$ cat src/rtl/position_window_average_core_assert.svh
// assertion macros for the window average core
`ifndef POSITION_WINDOW_AVERAGE_CORE_ASSERT_SVH
`define POSITION_WINDOW_AVERAGE_CORE_ASSERT_SVH
`ifndef SYNTH
`define PWA_ASSERT_IMP(lbl, ante, cons) \
    lbl: assert property (@(posedge aclk) disable iff (!aresetn) (ante) |-> (cons)) \
        else $error("assertion failed");
`define PWA_ASSERT_NEXT(lbl, ante, cons) \
    lbl: assert property (@(posedge aclk) disable iff (!aresetn) (ante) |=> (cons)) \
        else $error("assertion failed");
`else
`define PWA_ASSERT_IMP(lbl, ante, cons)
`define PWA_ASSERT_NEXT(lbl, ante, cons)
`endif
`endif

$ cat src/rtl/pwa_pkg.sv
`default_nettype none
package pwa_pkg;
    localparam int DEPTH_DEFAULT = 1024;
    localparam int FRAC_DEFAULT  = 16;
    localparam int POS_W    = 32;
    localparam int SCORE_W  = 32;
    localparam int WIN_W    = 33;
    localparam int SIZE_W   = 24;
    localparam int MODE_W   = 2;
    localparam int THR_W    = 31;
    localparam int CFG_IDX_W  = 3;
    localparam int CFG_DATA_W = 31;
    localparam int DIVISOR_W  = 24;

    localparam logic [SIZE_W-1:0] WINDOW_SIZE_RESET = 24'd5000;
    localparam logic [SIZE_W-1:0] STEP_SIZE_RESET   = 24'd1000;
    localparam logic [THR_W-1:0]  THRESHOLD_RESET   = 31'd163840;

    localparam logic [CFG_IDX_W-1:0] REG_WINDOW_SIZE = 3'd0;
    localparam logic [CFG_IDX_W-1:0] REG_STEP_SIZE   = 3'd1;
    localparam logic [CFG_IDX_W-1:0] REG_MODE        = 3'd2;
    localparam logic [CFG_IDX_W-1:0] REG_TRUNCATE    = 3'd3;
    localparam logic [CFG_IDX_W-1:0] REG_THRESHOLD   = 3'd4;

    localparam logic [MODE_W-1:0] MODE_ABS = 2'd1;
    localparam logic [MODE_W-1:0] MODE_D   = 2'd2;

    typedef struct packed {
        logic load_item;
        logic start_stat;
        logic start_slide;
        logic apply_slide;
        logic rd_back;
        logic evict;
        logic insert;
        logic capture_back;
        logic load_out;
        logic out_final;
        logic clear_seq;
    } pwa_cmd_t;

    typedef struct packed {
        logic past_end;
        logic fill_nz;
        logic div_done;
        logic evict_ok;
        logic eos;
        logic truncate;
        logic out_free;
    } pwa_status_t;
endpackage
`default_nettype wire

$ cat src/rtl/pwa_ctrl.sv
`default_nettype none
module pwa_ctrl (
    input  wire logic                aclk,
    input  wire logic                aresetn,
    input  wire logic                s_valid,
    output logic                     s_ready,
    input  wire pwa_pkg::pwa_status_t status,
    output pwa_pkg::pwa_cmd_t        cmd
);
    typedef enum logic [9:0] {
        ST_IDLE      = 10'b0000000001,
        ST_CHECK     = 10'b0000000010,
        ST_STAT      = 10'b0000000100,
        ST_EMIT      = 10'b0000001000,
        ST_SLIDE     = 10'b0000010000,
        ST_EVICT_RD  = 10'b0000100000,
        ST_EVICT_CHK = 10'b0001000000,
        ST_INSERT    = 10'b0010000000,
        ST_FINAL     = 10'b0100000000,
        ST_BACK_CAP  = 10'b1000000000
    } state_t;

    state_t state_reg, state_next;
    logic   final_reg, final_next;

    always_comb begin
        state_next = state_reg;
        final_next = final_reg;
        cmd        = '0;
        cmd.out_final = final_reg;
        unique case (state_reg)
            ST_IDLE: begin
                if (s_valid) begin
                    cmd.load_item = 1'b1;
                    state_next    = ST_CHECK;
                end
            end
            ST_CHECK: begin
                if (status.past_end && status.fill_nz) begin
                    cmd.start_stat = 1'b1;
                    final_next     = 1'b0;
                    state_next     = ST_STAT;
                end else if (status.past_end) begin
                    cmd.start_slide = 1'b1;
                    state_next      = ST_SLIDE;
                end else begin
                    state_next = ST_INSERT;
                end
            end
            ST_STAT: begin
                if (status.div_done) begin
                    state_next = ST_EMIT;
                end
            end
            ST_EMIT: begin
                if (status.out_free) begin
                    cmd.load_out = 1'b1;
                    if (final_reg) begin
                        cmd.clear_seq = 1'b1;
                        state_next    = ST_IDLE;
                    end else begin
                        cmd.start_slide = 1'b1;
                        state_next      = ST_SLIDE;
                    end
                end
            end
            ST_SLIDE: begin
                if (status.div_done) begin
                    cmd.apply_slide = 1'b1;
                    state_next      = ST_EVICT_RD;
                end
            end
            ST_EVICT_RD: begin
                state_next = ST_EVICT_CHK;
            end
            ST_EVICT_CHK: begin
                if (status.evict_ok) begin
                    cmd.evict  = 1'b1;
                    state_next = ST_EVICT_RD;
                end else begin
                    state_next = ST_INSERT;
                end
            end
            ST_INSERT: begin
                cmd.insert = 1'b1;
                state_next = status.eos ? ST_FINAL : ST_IDLE;
            end
            ST_FINAL: begin
                if (status.truncate) begin
                    cmd.rd_back = 1'b1;
                    state_next  = ST_BACK_CAP;
                end else begin
                    cmd.start_stat = 1'b1;
                    final_next     = 1'b1;
                    state_next     = ST_STAT;
                end
            end
            ST_BACK_CAP: begin
                cmd.capture_back = 1'b1;
                cmd.start_stat   = 1'b1;
                final_next       = 1'b1;
                state_next       = ST_STAT;
            end
            default: begin
                state_next = ST_IDLE;
            end
        endcase
    end

    always_ff @(posedge aclk) begin
        if (!aresetn) begin
            state_reg <= ST_IDLE;
            final_reg <= 1'b0;
        end else begin
            state_reg <= state_next;
            final_reg <= final_next;
        end
    end

    assign s_ready = (state_reg == ST_IDLE);
endmodule
`default_nettype wire

$ cat config.mk
export PLATFORM = sky130hd
export DESIGN_NAME = pwa_ctrl
export DESIGN_NICKNAME = d
export VERILOG_FILES = /design/src/rtl/position_window_average_core_assert.svh /design/src/rtl/pwa_pkg.sv /design/src/rtl/pwa_ctrl.sv
export SDC_FILE = /design/constraint.sdc
export NUM_CORES = 1
export LEC_CHECK = 0
export ABC_AREA = 0
export BUFFER_PORTS_ARGS = -buffer_cell sky130_fd_sc_hd__buf_2
export CAP_MARGIN = 20
export CELL_PAD_IN_SITES_DETAIL_PLACEMENT = 1
export CELL_PAD_IN_SITES_GLOBAL_PLACEMENT = 1
export CORE_UTILIZATION = 40
export DETAILED_ROUTE_END_ITERATION = 10
export GPL_ROUTABILITY_DRIVEN = 1
export GPL_TIMING_DRIVEN = 0
export PLACE_DENSITY_LB_ADDON = 0.1
export SYNTH_ARGS = -nofsm -noshare
export SYNTH_HDL_FRONTEND = slang
export SYNTH_SLANG_ARGS = --single-unit
$ cat constraint.sdc
create_clock -name aclk -period 3 [get_ports aclk]
set_clock_uncertainty 0.05 [all_clocks]
set_input_delay 0.6 -clock aclk [delete_from_list [all_inputs] [get_ports aclk]]
set_output_delay 0.6 -clock aclk [all_outputs]
set_load 0.005 [all_outputs]
==> results.md <==
* Skew-Pair Late Insertion Delay at between 200 and 300 ps
* Fin nets at 145
* PnR worst setup slack at 313.2 ps
* Post-layout min period at 2687 ps
* Library cells used by synthesis at 45
* CTS Hold Bufs at 0
* Post-layout util at 51.38%
* Router iterations before antenna repair at 4
* Reg clk slew, reported paths at around 70 ps
* Initial antenna violation count at 0
* Synthesized area per cell at 7.920 sq um
* Post-DR wirelength/cell at around 15 um
* CTS tree: done
* Max reg flops at 10
* Max Freq at 0.3722 GHz
* Post-cts sizing count at 0
* First-pass GRT wire length at around 4.1 mm
* Pwr Density at 405.2 nW/um^2
* FF+latch count, synth at 11
* Worst-Margin Slew at 469.6 ps
* Root Buffer: clkbuf_4
* Area growth, synth to finish at 19.13%
* Bufs on Longest Clock Path at 2
* Rows at 16
* Critical path endpoint category: output port
* Crit Path Max Fanout at 8
* Max-slew headroom at 68.40%
* Status: finished clean
* GR Util All Layers at 23.17%
* Cells after synthesis at roughly 110
* Die X-Extent at 48.46 um
* Startpoint Class: register
* IO buf count at 21
* Fin crit share at 89.56%
* CTS Sinks at 11
* CP Data Arrival Time at 2040 ps
* Setup Buffers After CTS at 0
* Total CTS buffers at 3
* Net Count, Synth at roughly 120
* Grt total ovfl at 0
* Mapped Area at roughly 860 sq um
* ANT cells at 0
* Post-route ant nets at 0
* Largest net degree at the start of global routing at 11
* Vias in the first global route at a little under 900
* Setup_tns at 0 ps
* # Max-Cap Violations at 0
* Cell Count, Final, Fillers Out at 161
* Hold Path Class: input port to register
* Vias at 901
* Max VDD drop at ~0.23 mV
* Final Hold Viols at 0
* Final Max Slew Viols at 0
* Placed Cells incl. Taps at 157
* Iter 0 DRT Violations at 6
* RSZ-0062 raised after global routing: no
* H-tree levels at 1
* Initial core utilization at 43.13%
* Synth warn at 0
* Post-Route WL at 2.439 mm
* DPL Wire Length at between 1.5 and 2 mm
* Post-synthesis sequential area ratio at 25.51%
* I/O Pins at 22
* Core Box Area at 2002 sq um
* Required @ worst endpoint at 2350 ps
* Leak pwr at between 0.0004 and 0.0005 uW
* Placer Congestion at 0.8658
* Die area at about 2300 sq um
* Die Ht at approximately 48 um
* Dpl ws at 607.1 ps
* Routed vias/inst at 5.596
* Type of the worst setup path: register to output port
* Endpoints failing setup at 0
* Share of post-route cells with drive strength above 1 at 31.34%
* Drc violations at 0
==> cell usage after synthesis <==
cell       count  area (sq um)
nand3_1        3         15.01
buf_4          1         7.510
xnor2_1        1         8.760
nand2b_1       3         18.77
o21ai_0        6         30.03
or3_4          2         22.52
nor3b_1        3         22.52
a2bb2oi_1      1         8.760
o32a_1         1         10.01
and3_1         5         31.28
a21oi_2        1         8.760
buf_6          1         11.26
a211o_1        1         8.760
nor2b_1        2         12.51
a21oi_1        1         5.000
o211a_1        1         10.01
nor4_1         2         12.51
a32oi_1        1         8.760
nand2_1        5         18.77
a21boi_0       3         22.52
o211ai_1       3         22.52
o21a_1         2         15.01
buf_2          5         25.02
and3b_1        1         8.760
and2_1         2         12.51
a31oi_1        1         6.260
nand3b_1       1         7.510
dfxtp_1       11         220.2
nor3_1         3         15.01
nand4b_1       2         17.52
nor4b_1        1         8.760
and3_2         1         7.510
nor4_4         2         42.54
nor2_2         1         6.260
and4_1         1         8.760
nand2_2        1         6.260
and4b_1        1         10.01
or3b_2         1         8.760
o22ai_1        1         6.260
nor2_1        11         41.29
inv_1          7         26.28
o211ai_2       1         12.51
xor2_1         2         17.52
nand4_1        2         12.51
inv_2          1         3.750
==> cell families (layout without fill, tap and decap cells) <==
kind of cell    after synthesis  in the layout  synth area share (%)
simple gates                 56             56                 42.61
compound gates               24             24                 20.29
xor+xnor                      3              3                 3.044
buf+inv                      15             40                 8.551
flops                        11             11                 25.51
==> report_power, final <==
group          switching (uW)  total, uW  internal [uW]
combinational            88.7        146           57.2
clock                    57.3        109           51.6
sequential               8.29        162            154
==> cell type report <==
cell class / instances / area (sq um)
multi-input combinational: 83 / 569.3
timing repair buffer: 21 / 105.1
tap: 27 / 33.78
clock buffer: 4 / 26.28
sequential: 11 / 220.2
fill: 278 / 973.4
buffer: 7 / 43.79
inverter: 8 / 30.03
==> worst paths after layout <==
check                 endpoint  cells past startpoint    startpoint  slack (ps)
setup / recovery        cmd[2]                      6  state_reg[5]         310
setup reg to reg  state_reg[9]                      7  state_reg[5]        1160
hold / removal    state_reg[8]                      2     status[2]         520
hold reg to reg      final_reg                      2     final_reg         530
==> layout by cell type, fill, tap and decap left out, types with 3 or more instances in the layout <==
cell / count
nand2b_1: 3
nor3b_1: 3
and3_1: 5
dfxtp_1: 11
nand3_1: 3
inv_1: 7
o21ai_0: 6
clkbuf_4: 3
nor2_1: 11
a21boi_0: 3
buf_2: 26
o211ai_1: 3
nor3_1: 3
nand2_1: 5
==> metal layers <==
metal  track usage, %  routed length, um
met4            7.353                 36
met2            39.67               1155
met3            5.031                 76
met5                0                  0
met1            28.88               1170
==> metrics by stage <==
stage          total power, uW  cell area (sq um)  hold slack (ps)
3_5_place_dp             310.8               1002            518.1
2_1_floorplan            266.3              863.3            441.5
3_3_place_gp             305.8               1002            496.3
5_1_grt                  447.0               1028            544.0
6_report                 416.7               1028            524.3
4_1_cts                  422.5               1028            518.3
==> critical path, cell delays in order (launching register included) <==
cell and delay [ps]:
dfxtp_1 300, buf_2 170, nor4_4 410, nand3b_1 220, nor3b_1 360, and2_1 190, buf_2 110
(Power assumes the default switching activity.)
